--- src/rtl/pidf_pkg.sv ---
// ----------------------------------------------------------------------------
// pidf_pkg
// Shared types and constants of the filtered-derivative PID controller.
// ----------------------------------------------------------------------------
package pidf_pkg;

  // multiplier operand width of the serial multiplier (gains, filter weights)
  localparam int MulBits = 17;
  localparam int MulCntBits = 5;

  // filter weight of one in Q1.16
  localparam logic [MulBits-1:0] K_ONE = 17'h10000;

  // rounding offsets
  localparam int RND_DERIV = 32768;
  localparam int RND_DRIVE = 128;

  // register reset values
  localparam logic [15:0] RST_GAIN_P = 16'd1792;
  localparam logic [15:0] RST_GAIN_I = 16'd0;
  localparam logic [15:0] RST_GAIN_D = 16'd0;
  localparam logic [16:0] RST_FILT_K = 17'd45875;
  localparam int RST_UPPER = 20480;
  localparam int RST_LOWER = -20480;

  // register indexes
  localparam logic [2:0] REG_GAIN_P = 3'd0;
  localparam logic [2:0] REG_GAIN_I = 3'd1;
  localparam logic [2:0] REG_GAIN_D = 3'd2;
  localparam logic [2:0] REG_FILT_K = 3'd3;
  localparam logic [2:0] REG_UPPER  = 3'd4;
  localparam logic [2:0] REG_LOWER  = 3'd5;

  // sequencer states
  typedef enum logic [1:0] {
    ST_IDLE,
    ST_MUL,
    ST_DERIV,
    ST_DRIVE
  } pidf_state_t;

  // product being formed
  typedef enum logic [2:0] {
    PH_KDIFF,
    PH_KPREV,
    PH_PROP,
    PH_INTEG,
    PH_DERIV
  } pidf_phase_t;

  // command to the serial multiplier
  typedef struct packed {
    logic start;
    logic clear;
  } mul_cmd_t;

endpackage

--- src/rtl/pidf_if.sv ---
// ----------------------------------------------------------------------------
// pidf_in_if / pidf_out_if
// Valid/ready channels for samples and drive values.
// ----------------------------------------------------------------------------
interface pidf_in_if #(parameter int W = 16);
  logic         valid;
  logic         ready;
  logic [W-1:0] setpoint;
  logic [W-1:0] feedback;
  modport source (output valid, setpoint, feedback, input ready);
  modport sink   (input valid, setpoint, feedback, output ready);
endinterface

interface pidf_out_if #(parameter int W = 16);
  logic         valid;
  logic         ready;
  logic [W-1:0] drive;
  modport source (output valid, drive, input ready);
  modport sink   (input valid, drive, output ready);
endinterface

--- src/rtl/pidf_serial_mul.sv ---
// ----------------------------------------------------------------------------
// pidf_serial_mul
// Bit-serial shift-and-add multiply-accumulate, one multiplier bit a cycle.
// ----------------------------------------------------------------------------
module pidf_serial_mul
  import pidf_pkg::*;
#(
  parameter int AW = 64
) (
  input  logic                clk,
  input  logic                rst_n,
  input  mul_cmd_t            cmd,
  input  logic [AW-1:0]       mcand,
  input  logic [MulBits-1:0]  mplier,
  input  logic [AW-1:0]       acc_init,
  output logic                busy,
  output logic [AW-1:0]       acc
);

  logic [AW-1:0]         acc_r;
  logic [AW-1:0]         m_r;
  logic [MulBits-1:0]    b_r;
  logic [MulCntBits-1:0] cnt_r;

  // bit counter
  always_ff @(posedge clk) begin
    if (!rst_n) begin
      cnt_r <= '0;
    end else if (cmd.start) begin
      cnt_r <= MulCntBits'(MulBits);
    end else if (cnt_r != '0) begin
      cnt_r <= cnt_r - 1'b1;
    end
  end

  // operand shift registers and accumulator
  always_ff @(posedge clk) begin
    if (cmd.start) begin
      m_r <= mcand;
      b_r <= mplier;
      if (cmd.clear) begin
        acc_r <= acc_init;
      end
    end else if (cnt_r != '0) begin
      if (b_r[0]) begin
        acc_r <= acc_r + m_r;
      end
      m_r <= {m_r[AW-2:0], 1'b0};
      b_r <= {1'b0, b_r[MulBits-1:1]};
    end
  end

  assign busy = (cnt_r != '0);
  assign acc  = acc_r;

endmodule

--- src/rtl/positional_pid_filtered_derivative.sv ---
// ----------------------------------------------------------------------------
// positional_pid_filtered_derivative
// Positional PID with conditional-integration anti-windup and filtered
// derivative, built around one bit-serial multiply-accumulate unit.
// ----------------------------------------------------------------------------
// One sample pair is taken while the block is idle and one drive value comes
// out once five products have been formed one after another on a single
// shift-and-add multiplier that retires one bit of a 17-bit gain or filter
// weight per cycle, with a step each for sample entry, derivative rounding
// and drive clamping. The next sample is taken as soon as the drive is in
// the output register, even if it has not been collected yet. Configuration
// writes are expected only while idle.
module positional_pid_filtered_derivative
  import pidf_pkg::*;
#(
  parameter int SAMPLE_WIDTH   = 16,
  parameter int INTEGRAL_WIDTH = 32
) (
  input  logic                        clk,
  input  logic                        rst_n,
  pidf_in_if.sink                     in_ch,
  pidf_out_if.source                  out_ch,
  input  logic                        cfg_we,
  input  logic [2:0]                  cfg_index,
  input  logic [((SAMPLE_WIDTH > 17) ? SAMPLE_WIDTH : 17)-1:0] cfg_wdata
);

  localparam int S  = SAMPLE_WIDTH;
  localparam int IW = INTEGRAL_WIDTH;
  localparam int CW = (S > 17) ? S : 17;
  localparam int DW = S + 8;
  // accumulator holds the exact sum of all three drive terms and the
  // unshifted derivative sum; AW leaves room for the widest term and the
  // carries of the sum, so no per-term clipping is needed
  localparam int AW = ((IW + 19) > (S + 28)) ? (IW + 19) : (S + 28);

  // configuration registers
  logic [15:0]        gain_p_r, gain_i_r, gain_d_r;
  logic [16:0]        filt_k_r;
  logic signed [S-1:0] upper_r, lower_r;

  // controller state
  logic signed [IW-1:0] integ_r;
  logic signed [S:0]    prev_err_r;
  logic signed [DW-1:0] prev_deriv_r;
  logic signed [S-1:0]  prev_drive_r;
  logic signed [S:0]    err_r;

  // sequencer
  pidf_state_t state_r, state_nxt;
  pidf_phase_t phase_r, phase_nxt;

  // output register
  logic         out_valid_r;
  logic [S-1:0] out_drive_r;

  // multiplier connections
  mul_cmd_t      mul_cmd;
  logic [AW-1:0] mul_mcand;
  logic [MulBits-1:0] mul_mplier;
  logic [AW-1:0] mul_init;
  logic          mul_busy;
  logic [AW-1:0] mul_acc;

  logic in_acc;
  logic out_free;

  // datapath signals
  logic signed [S:0]    err_new;
  logic signed [S+1:0]  diff;
  logic                 integ_add;
  logic signed [IW:0]   integ_sum;
  logic signed [IW-1:0] integ_new;
  logic [MulBits-1:0]   k_eff;
  logic signed [AW-1:0] acc_s, deriv_sh, drive_sh;
  logic signed [DW-1:0] deriv_new;
  logic signed [S-1:0]  drive_new;

  assign in_acc   = in_ch.valid && in_ch.ready;
  assign out_free = !out_valid_r || out_ch.ready;

  // configuration writes
  always_ff @(posedge clk) begin
    if (!rst_n) begin
      gain_p_r <= RST_GAIN_P;
      gain_i_r <= RST_GAIN_I;
      gain_d_r <= RST_GAIN_D;
      filt_k_r <= RST_FILT_K;
      upper_r  <= S'(RST_UPPER);
      lower_r  <= S'(RST_LOWER);
    end else if (cfg_we) begin
      case (cfg_index)
        REG_GAIN_P: gain_p_r <= cfg_wdata[15:0];
        REG_GAIN_I: gain_i_r <= cfg_wdata[15:0];
        REG_GAIN_D: gain_d_r <= cfg_wdata[15:0];
        REG_FILT_K: filt_k_r <= cfg_wdata[16:0];
        REG_UPPER:  upper_r  <= cfg_wdata[S-1:0];
        REG_LOWER:  lower_r  <= cfg_wdata[S-1:0];
        default: ;
      endcase
    end
  end

  // error, anti-windup and integral
  always_comb begin
    err_new = $signed({in_ch.setpoint[S-1], in_ch.setpoint})
            - $signed({in_ch.feedback[S-1], in_ch.feedback});
    diff    = $signed({err_new[S], err_new}) - $signed({prev_err_r[S], prev_err_r});
    if (prev_drive_r >= upper_r) begin
      integ_add = err_new[S];
    end else if (prev_drive_r <= lower_r) begin
      integ_add = !err_new[S] && (err_new != '0);
    end else begin
      integ_add = 1'b1;
    end
    integ_sum = $signed({integ_r[IW-1], integ_r}) + (IW+1)'(err_new);
    if (integ_sum[IW] != integ_sum[IW-1]) begin
      integ_new = {integ_sum[IW], {(IW-1){~integ_sum[IW]}}};
    end else begin
      integ_new = integ_sum[IW-1:0];
    end
    k_eff = (filt_k_r > K_ONE) ? K_ONE : filt_k_r;
  end

  // derivative rounding and drive clamp from the accumulator
  always_comb begin
    acc_s    = $signed(mul_acc);
    deriv_sh = acc_s >>> 16;
    drive_sh = acc_s >>> 8;
    if ((&deriv_sh[AW-1:DW-1]) || !(|deriv_sh[AW-1:DW-1])) begin
      deriv_new = deriv_sh[DW-1:0];
    end else begin
      deriv_new = {deriv_sh[AW-1], {(DW-1){~deriv_sh[AW-1]}}};
    end
    if (drive_sh > AW'(upper_r)) begin
      drive_new = upper_r;
    end else if (drive_sh < AW'(lower_r)) begin
      drive_new = lower_r;
    end else begin
      drive_new = drive_sh[S-1:0];
    end
  end

  // next state
  always_comb begin
    state_nxt = state_r;
    phase_nxt = phase_r;
    case (state_r)
      ST_IDLE: begin
        if (in_acc) begin
          state_nxt = ST_MUL;
          phase_nxt = PH_KDIFF;
        end
      end
      ST_MUL: begin
        if (!mul_busy) begin
          case (phase_r)
            PH_KDIFF: phase_nxt = PH_KPREV;
            PH_KPREV: state_nxt = ST_DERIV;
            PH_PROP:  phase_nxt = PH_INTEG;
            PH_INTEG: phase_nxt = PH_DERIV;
            PH_DERIV: state_nxt = ST_DRIVE;
            default:  state_nxt = ST_IDLE;
          endcase
        end
      end
      ST_DERIV: begin
        state_nxt = ST_MUL;
        phase_nxt = PH_PROP;
      end
      ST_DRIVE: begin
        if (out_free) begin
          state_nxt = ST_IDLE;
        end
      end
      default: state_nxt = ST_IDLE;
    endcase
  end

  // multiplier commands and operands
  always_comb begin
    mul_cmd    = '0;
    mul_mcand  = '0;
    mul_mplier = '0;
    mul_init   = '0;
    case (state_r)
      ST_IDLE: begin
        mul_cmd.start = in_acc;
        mul_cmd.clear = 1'b1;
        mul_init      = AW'(RND_DERIV);
        mul_mcand     = AW'(diff);
        mul_mplier    = k_eff;
      end
      ST_MUL: begin
        if (!mul_busy) begin
          case (phase_r)
            PH_KDIFF: begin
              mul_cmd.start = 1'b1;
              mul_mcand     = AW'(prev_deriv_r);
              mul_mplier    = K_ONE - k_eff;
            end
            PH_PROP: begin
              mul_cmd.start = 1'b1;
              mul_mcand     = AW'(integ_r);
              mul_mplier    = {1'b0, gain_i_r};
            end
            PH_INTEG: begin
              mul_cmd.start = 1'b1;
              mul_mcand     = AW'(prev_deriv_r);
              mul_mplier    = {1'b0, gain_d_r};
            end
            default: ;
          endcase
        end
      end
      ST_DERIV: begin
        mul_cmd.start = 1'b1;
        mul_cmd.clear = 1'b1;
        mul_init      = AW'(RND_DRIVE);
        mul_mcand     = AW'(err_r);
        mul_mplier    = {1'b0, gain_p_r};
      end
      default: ;
    endcase
  end

  // sequencer registers
  always_ff @(posedge clk) begin
    if (!rst_n) begin
      state_r <= ST_IDLE;
      phase_r <= PH_KDIFF;
    end else begin
      state_r <= state_nxt;
      phase_r <= phase_nxt;
    end
  end

  // controller state updates
  always_ff @(posedge clk) begin
    if (!rst_n) begin
      integ_r      <= '0;
      prev_err_r   <= '0;
      prev_deriv_r <= '0;
      prev_drive_r <= '0;
    end else begin
      if (in_acc) begin
        if (integ_add) begin
          integ_r <= integ_new;
        end
        prev_err_r <= err_new;
      end
      if (state_r == ST_DERIV) begin
        prev_deriv_r <= deriv_new;
      end
      if (state_r == ST_DRIVE && out_free) begin
        prev_drive_r <= drive_new;
      end
    end
  end

  // error of the current transaction for the proportional term
  always_ff @(posedge clk) begin
    if (in_acc) begin
      err_r <= err_new;
    end
  end

  // output register
  always_ff @(posedge clk) begin
    if (!rst_n) begin
      out_valid_r <= 1'b0;
    end else if (state_r == ST_DRIVE && out_free) begin
      out_valid_r <= 1'b1;
    end else if (out_ch.ready) begin
      out_valid_r <= 1'b0;
    end
  end

  always_ff @(posedge clk) begin
    if (state_r == ST_DRIVE && out_free) begin
      out_drive_r <= drive_new;
    end
  end

  assign in_ch.ready  = (state_r == ST_IDLE);
  assign out_ch.valid = out_valid_r;
  assign out_ch.drive = out_drive_r;

  // shared multiply-accumulate unit
  pidf_serial_mul #(
    .AW (AW)
  ) u_mul (
    .clk      (clk),
    .rst_n    (rst_n),
    .cmd      (mul_cmd),
    .mcand    (mul_mcand),
    .mplier   (mul_mplier),
    .acc_init (mul_init),
    .busy     (mul_busy),
    .acc      (mul_acc)
  );

`ifndef SYNTHESIS
  // multiplier is quiet whenever a new transaction may enter
  assert property (@(posedge clk) disable iff (!rst_n)
    (state_r == ST_IDLE) |-> !mul_busy)
    else $error("multiplier busy while idle");

  // an accepted transaction starts a product at once
  assert property (@(posedge clk) disable iff (!rst_n)
    in_acc |=> (mul_busy && !in_ch.ready))
    else $error("no product started after accept");

  // a drive is only written once the last product has finished
  assert property (@(posedge clk) disable iff (!rst_n)
    (state_r == ST_DRIVE) |-> !mul_busy)
    else $error("drive clamped before products done");
`endif

endmodule
--- src/flat_wrapper.sv ---
// flat-port wrapper written by rule: the top's interface ports become plain ports
module positional_pid_filtered_derivative_flat import pidf_pkg::*;
#(
  parameter int SAMPLE_WIDTH   = 16,
  parameter int INTEGRAL_WIDTH = 32
)
  (clk, rst_n, cfg_we, cfg_index, cfg_wdata, in_ch_valid, in_ch_setpoint, in_ch_feedback, in_ch_ready, out_ch_valid, out_ch_drive, out_ch_ready);
  pidf_in_if in_ch_i ();
  pidf_out_if out_ch_i ();
  input  logic clk;
  input  logic rst_n;
  input  logic cfg_we;
  input  logic [2:0] cfg_index;
  input  logic [((SAMPLE_WIDTH > 17) ? SAMPLE_WIDTH : 17)-1:0] cfg_wdata;
  input wire logic [$bits(in_ch_i.valid)-1:0] in_ch_valid;
  input wire logic [$bits(in_ch_i.setpoint)-1:0] in_ch_setpoint;
  input wire logic [$bits(in_ch_i.feedback)-1:0] in_ch_feedback;
  output wire logic [$bits(in_ch_i.ready)-1:0] in_ch_ready;
  output wire logic [$bits(out_ch_i.valid)-1:0] out_ch_valid;
  output wire logic [$bits(out_ch_i.drive)-1:0] out_ch_drive;
  input wire logic [$bits(out_ch_i.ready)-1:0] out_ch_ready;
  assign in_ch_i.valid = in_ch_valid;
  assign in_ch_i.setpoint = in_ch_setpoint;
  assign in_ch_i.feedback = in_ch_feedback;
  assign in_ch_ready = in_ch_i.ready;
  assign out_ch_valid = out_ch_i.valid;
  assign out_ch_drive = out_ch_i.drive;
  assign out_ch_i.ready = out_ch_ready;
  positional_pid_filtered_derivative #(.SAMPLE_WIDTH(SAMPLE_WIDTH), .INTEGRAL_WIDTH(INTEGRAL_WIDTH)) u_core (.clk(clk), .rst_n(rst_n), .in_ch(in_ch_i), .out_ch(out_ch_i), .cfg_we(cfg_we), .cfg_index(cfg_index), .cfg_wdata(cfg_wdata));
endmodule
--- config.mk ---
export PLATFORM = sky130hd
export DESIGN_NAME = positional_pid_filtered_derivative_flat
export DESIGN_NICKNAME = d
export VERILOG_FILES = /design/src/rtl/pidf_pkg.sv /design/src/rtl/pidf_if.sv /design/src/rtl/pidf_serial_mul.sv /design/src/rtl/positional_pid_filtered_derivative.sv /design/src/flat_wrapper.sv
export SDC_FILE = /design/constraint.sdc
export NUM_CORES = 1
export LEC_CHECK = 0
export BUFFER_PORTS_ARGS = -buffer_cell sky130_fd_sc_hd__buf_2
export CAP_MARGIN = 20
export CELL_PAD_IN_SITES_DETAIL_PLACEMENT = 0
export CELL_PAD_IN_SITES_GLOBAL_PLACEMENT = 1
export CORE_ASPECT_RATIO = 1.1
export CORE_MARGIN = 8
export CORE_UTILIZATION = 53
export DETAILED_ROUTE_END_ITERATION = 8
export GPL_ROUTABILITY_DRIVEN = 0
export PLACE_DENSITY = 0.89
export RECOVER_POWER = 50
export SLEW_MARGIN = 40
export SYNTH_ARGS = -nofsm -noshare
export SYNTH_HDL_FRONTEND = slang
export SYNTH_SLANG_ARGS = --single-unit
--- constraint.sdc ---
create_clock -name clk -period 17.5 [get_ports clk]
set_clock_uncertainty 0.2 [all_clocks]
set_input_delay 2.625 -clock clk [delete_from_list [all_inputs] [get_ports clk]]
set_output_delay 2.625 -clock clk [all_outputs]
set_load 0.01 [all_outputs]
# Word level (Yosys, flattened, before mapping)
# Cells that the tools add are included.
# op_classes
multipliers	0
magnitude_cmp	5
n_mux	39
bitwise_logic	3
n_eq_ne	19
div	0
n_addsub	6
reduce_logical	33
shifts	0
# op_table
op	count
51-bit two-way mux	7
51-bit one-hot mux with 3 select lines	1
17-bit one-hot mux with 3 select lines	2
51-bit one-hot mux with 2 select lines	1
17-bit two-way mux	4
51-bit adder	1
43-bit by 16-bit greater-than comparator with 1-bit output	1
43-bit by 16-bit less-than comparator with 1-bit output	1
32-bit by 17-bit adder with 33-bit output	1
16-bit two-way mux	2
32-bit two-way mux	1
16-bit one-hot mux with 2 select lines	1
24-bit two-way mux	1
3-bit one-hot mux with 3 select lines	2
17-bit by 17-bit subtractor with 18-bit output	1
17-bit greater-than comparator (second input constant)	1
17-bit nonzero test	1
16-bit by 16-bit subtractor with 17-bit output	1
17-bit subtractor (first input constant)	1
16-bit greater-or-equal comparator	1
16-bit <= comparator	1
2-bit AND reduction	7
3-bit by 2-bit equality test with 1-bit output (second input constant)	4
12-bit AND reduction	1
30 further kinds	60
# totals
ff_bits	349
wordCells	125
ram_bits	0
inputBits	57
out_inout_bits	18
latch_bits	0
rom_bits	0
mem_count	0

# Logic depth before layout (Yosys ltp)
# logic_depth
word_depth	7
depth_mapped	24
ltp_nobuf	23

# Hierarchy
# A second synthesis with hierarchy kept.
# hier_totals
hier_cells	2940
area_unflattened_um2	24952.7
# by_module_without_submodules
mod	cells_per_inst	n_inst	area_each_um2	seq_area_each_um2
positional_pid_filtered_derivative	2126	1	16527.1	4834.6
pidf_serial_mul	814	1	8425.6	3673.5

# Worst setup path before layout
# No wires, ideal clock.
# synth_path
path_type	input port to flip-flop
startpoint	in in_ch_feedback[2]
endpoint	reg u_core.integ_r[20]
path_stages	23
arrival_ps	7225
path_buffers	1
setup_ps	70
t_required_ps	17230
path_slack_ps	10005
path_cell_list	inv_1 ha_1 nor2b_1 o31a_1 o221ai_1 o21ai_1 a31oi_1 nor2_1 nor2_1 ha_1 a21oi_1 o21ai_0 a41oi_1 o21ai_1 a41oi_1 nand2b_1 o21a_1 o31ai_1 xor2_1 clkbuf_1 nand2_1 a21o_1 a21oi_1
# synth_via
elab_chain_cells	6
word_cells_on_any_way	11
cone_classes	add/sub: 2; eq/ne: 1; mux: 3; bitwise: 1; reduce/logical: 4
# synth_lines
item	line_no	rtl
start: declaration	flat_wrapper.sv:17	input wire logic [$bits(in_ch_i.feedback)-1:0] in_ch_feedback;
16-bit by 16-bit subtractor with 17-bit output *	positional_pid_filtered_derivative.sv:107	- $signed({in_ch.feedback[S-1], in_ch.feedback});
named net u_core.err_new[16]	positional_pid_filtered_derivative.sv:69	logic signed [S:0] err_new;
parallel branches: the longest is 5 deep, another holds 32-bit by 17-bit adder with 33-bit output	n/a	
end signal: assignment	positional_pid_filtered_derivative.sv:248	integ_r <= integ_new;
end: declaration	positional_pid_filtered_derivative.sv:43	logic signed [IW-1:0] integ_r;
# Mark *: on every way through the listed nets, which the timed path passes.
# A chain may end at the register's enable or synchronous reset.

# Worst setup path in the final report
# layout_path
startpoint	in in_ch_valid
endpoint	reg u_core.u_mul.m_r[44], enable pin
# layout_via
elab_chain_cells	3
# layout_lines
item	line_no	rtl
start: declaration	flat_wrapper.sv:15	input wire logic [$bits(in_ch_i.valid)-1:0] in_ch_valid;
1-bit logical AND	positional_pid_filtered_derivative.sv:79	assign in_acc = in_ch.valid && in_ch.ready;
1-bit one-hot mux with 3 select lines	positional_pid_filtered_derivative.sv:186	case (state_r)
2-bit nonzero test (no line)	n/a	
end signal: assignment	pidf_serial_mul.sv:39	m_r <= mcand;
end signal: assignment	pidf_serial_mul.sv:48	m_r <= {m_r[AW-2:0], 1'b0};
end: declaration	pidf_serial_mul.sv:21	logic [AW-1:0] m_r;
# Every way passes these cells.

==> out/summary.txt <==
Num CTS Buffers = 39
Clk root buf = clkbuf_16
Register-to-Register Path Depth = 10
Area leader, netlist = edfxtp_1
Cells after Synth = 2683
Cell variety after synth = 73
Antenna cells = 0
Worst Tran Pin Value = 4.072 ns
Max-cap violations = 9
DRT iter0 DRCs = 2020
Worst path most repeated cell = clkbuf_1
Required @ worst endpoint = 17.38 ns
Min setup slack post-route = 9.133 ns
CP delay by family, top = buffers and inverters
Final net count = 2998
Status = complete, but fails checks
Top_reg_cell synth = dfxtp_1
CP cell instances = clkbuf_1 -> nand2_1 -> clkbuf_1 -> clkinv_1 -> clkbuf_1 -> nor2_1 -> a21o_2 -> nand2_2 -> clkbuf_1
Number of remaining DRC errors = 0
Register area share after synthesis = 36.99%
Ports = 75
GRT Total Usage = 25.02%
Power Density = 186.4 nW/µm²
Die Span X = 214.6 µm
Clock network latency to the later pin of the worst-skew pair = 0.58 ns
Crit path time final = 8.367 ns
Worst Hold Depth = 2
Clk slew on worst S/H paths = 0.06 ns
Final wirelength = 64530 µm
Mean Syn Cell Area = 8.573 µm²
CP Launch Type = input pin
CP Data Arrival Time = 8.25 ns
CP endpoint kind = flop
RSZ-0062 raised after global routing = no
Die Span Y = 234.5 µm
Post-Layout Cell Count = 3303
Max-slew violation count = 484
Max Fclk = 0.1195 GHz
Post-CTS sizing = 0
Initial antenna violation count = 0
Rows = 80
Post-CTS Setup Inserts = 0
Initial Util = 53.31%
Mapped Area = 23000 µm²
Clock Tree Buf Depth = 3
Routed vias/inst = 6.147
Mapped Nets = 2983
Hold buffer count at CTS = 0
Static leakage = 0.009849 µW
Via count = 20.30k
Routed WL per cell = 19.54 µm
Setup TNS = 0 ns
Dpl cells = 3231
Max H-tree Level = 2
Rel. slew slack = -171.5%
Share of cells above drive strength 1 = 7.072%
Grt ovf = 0
Worst Path Class, Setup = input pin to flop
First-pass GRT wire length = 103500 µm
Failing checks = capacitance limit, slew limit
First-pass DRT Iterations = 7
Commonest cells after routing, fill and taps aside = nand2_1 (360), a21oi_1 (262), ha_1 (238)
CTS tree = built
Core area = 43140 µm²
Fin Hold WS = 0.2550 ns
Crit share post-route = 47.81%
Largest net degree at the start of global routing = 85
Die area = 50330 µm²
Worst IR Drop VDD = 153.3 µV
Leading cell type in the layout, fill and taps excluded = nand2_1
CP Depth = 9
PortBufs = 74
Dpl ws = 9.482 ns
Worst-path fanout max = 68
Num Clock Sinks = 349
Worst Path Buf+Inv = 5
Dpl cell area = 23880 µm²
Warning count from the yosys run = 0
Final ANT Viol Nets = 0
Vias in the first global route = 19.43k
Ys async rst share = 0%
Design area = 25080 µm²
Final setup viols = 0
Yosys reg bits = 349
Hold Crit Class = flop to flop
CP max stage delay = 2.83 ns
Slowest CP cell = clkbuf_1
Number of synthesized flops with an enable pin = 152
DP HPWL = 46140 µm
Hold violation total from the final report = 0
Largest cells by area after synthesis = edfxtp_1 (20%), dfxtp_1 (17%), ha_1 (13%)
Yosys top cell area share = 19.84%
P&R area growth vs syn = 9.036%
Yosys cell counts (all sizes together) (5+ instances only):
cell	count
nor3b	6
and3	8
edfxtp	152
a22o	15
o21bai	17
o21ai	240
nand3b	8
dfxtp	197
nand2	361
a311oi	26
or3	9
a221o	5
ha	239
clkbuf	116
nand4	38
xnor2	59
nand3	49
a21o	64
mux2i	5
a22oi	18
inv	115
and2	10
o22ai	9
nor4	9
a2111oi	6
a222oi	16
nand2b	30
a211oi	24
a21oi	264
nor2b	35
a221oi	14
a31oi	45
a21boi	7
nor2	216
o211ai	20
o31ai	10
buf	14
xor2	44
o21a	54
nor3	40
o32ai	16
cell families after synthesis:
| family | after synthesis | synth area share (%) |
|---|---|---|
| adders and majority gates | 243 | 13.35 |
| DFF | 349 | 36.99 |
| xor gates and xnor gates | 103 | 3.922 |
| buffers and inverters | 247 | 4.151 |
| muxes | 7 | 0.3155 |
| AOI/OAI and AO/OA | 898 | 24.98 |
| and+or+nand+nor | 836 | 16.29 |
report_power, final:
part,internal [µW],switching [µW],leakage [µW]
sequential,1230,227,0.00314
clock,465,360,0.000625
combinational,934,1460,0.00608
flip-flops by register name, indices dropped and copies added (netlist names), 5 cells and up:
register,cells
u_core.gain_p_r,16
u_core.gain_d_r,16
u_core.err_r,17
u_core.u_mul.cnt_r,5
u_core.gain_i_r,16
u_core.prev_err_r,17
u_core.integ_r,32
u_core.out_ch.drive,16
u_core.prev_deriv_r,24
u_core.lower_r,16
u_core.prev_drive_r,16
u_core.u_mul.acc,51
u_core.u_mul.m_r,51
u_core.u_mul.b_r,17
u_core.upper_r,16
u_core.filt_k_r,17
routing by layer:
layer,part of all wire [%],global-route usage (%),vias to the layer above
met1,44,33.51,9614
met2,46,41.95,743
met4,2.6,7.994,0
met3,6.8,3.097,106
li1,-,-,9840
met5,0,0,-
final timing paths:
path	startpoint	endpoint	slack (ns)
worst max-delay path	in_ch_valid	u_core.u_mul.m_r[44]	9.13
worst min-delay path	u_core.lower_r[1]	u_core.lower_r[1]	0.26
worst max register to register	u_core.state_r[1]	u_core.u_mul.m_r[44]	10.68
worst min register to register	u_core.lower_r[1]	u_core.lower_r[1]	0.26
cell type report:
type                       instances  area (µm²)
tap                              574       718.2
timing repair buffer             104       538.0
sequential                       349        8508
clock inverter                    20       186.4
inverter                         117       440.4
clock buffer                      52        1066
fill                            3891       18060
multi-input combinational       2087       13620
stage by stage:
stage	power (µW)	util (%)
after CTS	4652	58.26
after global routing	5026	58.13
final	4676	58.13
after floorplan	3215	-
after detailed placement	3816	55.35
after global placement	3738	55.30
worst register-to-register path, stage by stage (launching register included):
cell and delay [ns]:
dfxtp_1 0.34, inv_1 0.10, ha_1 0.17, nand2_1 0.05, clkbuf_1 0.41, clkinv_1 0.12
clkbuf_1 1.29, nor2_1 0.26, a21o_2 0.35, nand2_2 0.07, clkbuf_1 2.83
Power figures use the tool's default switching activity.
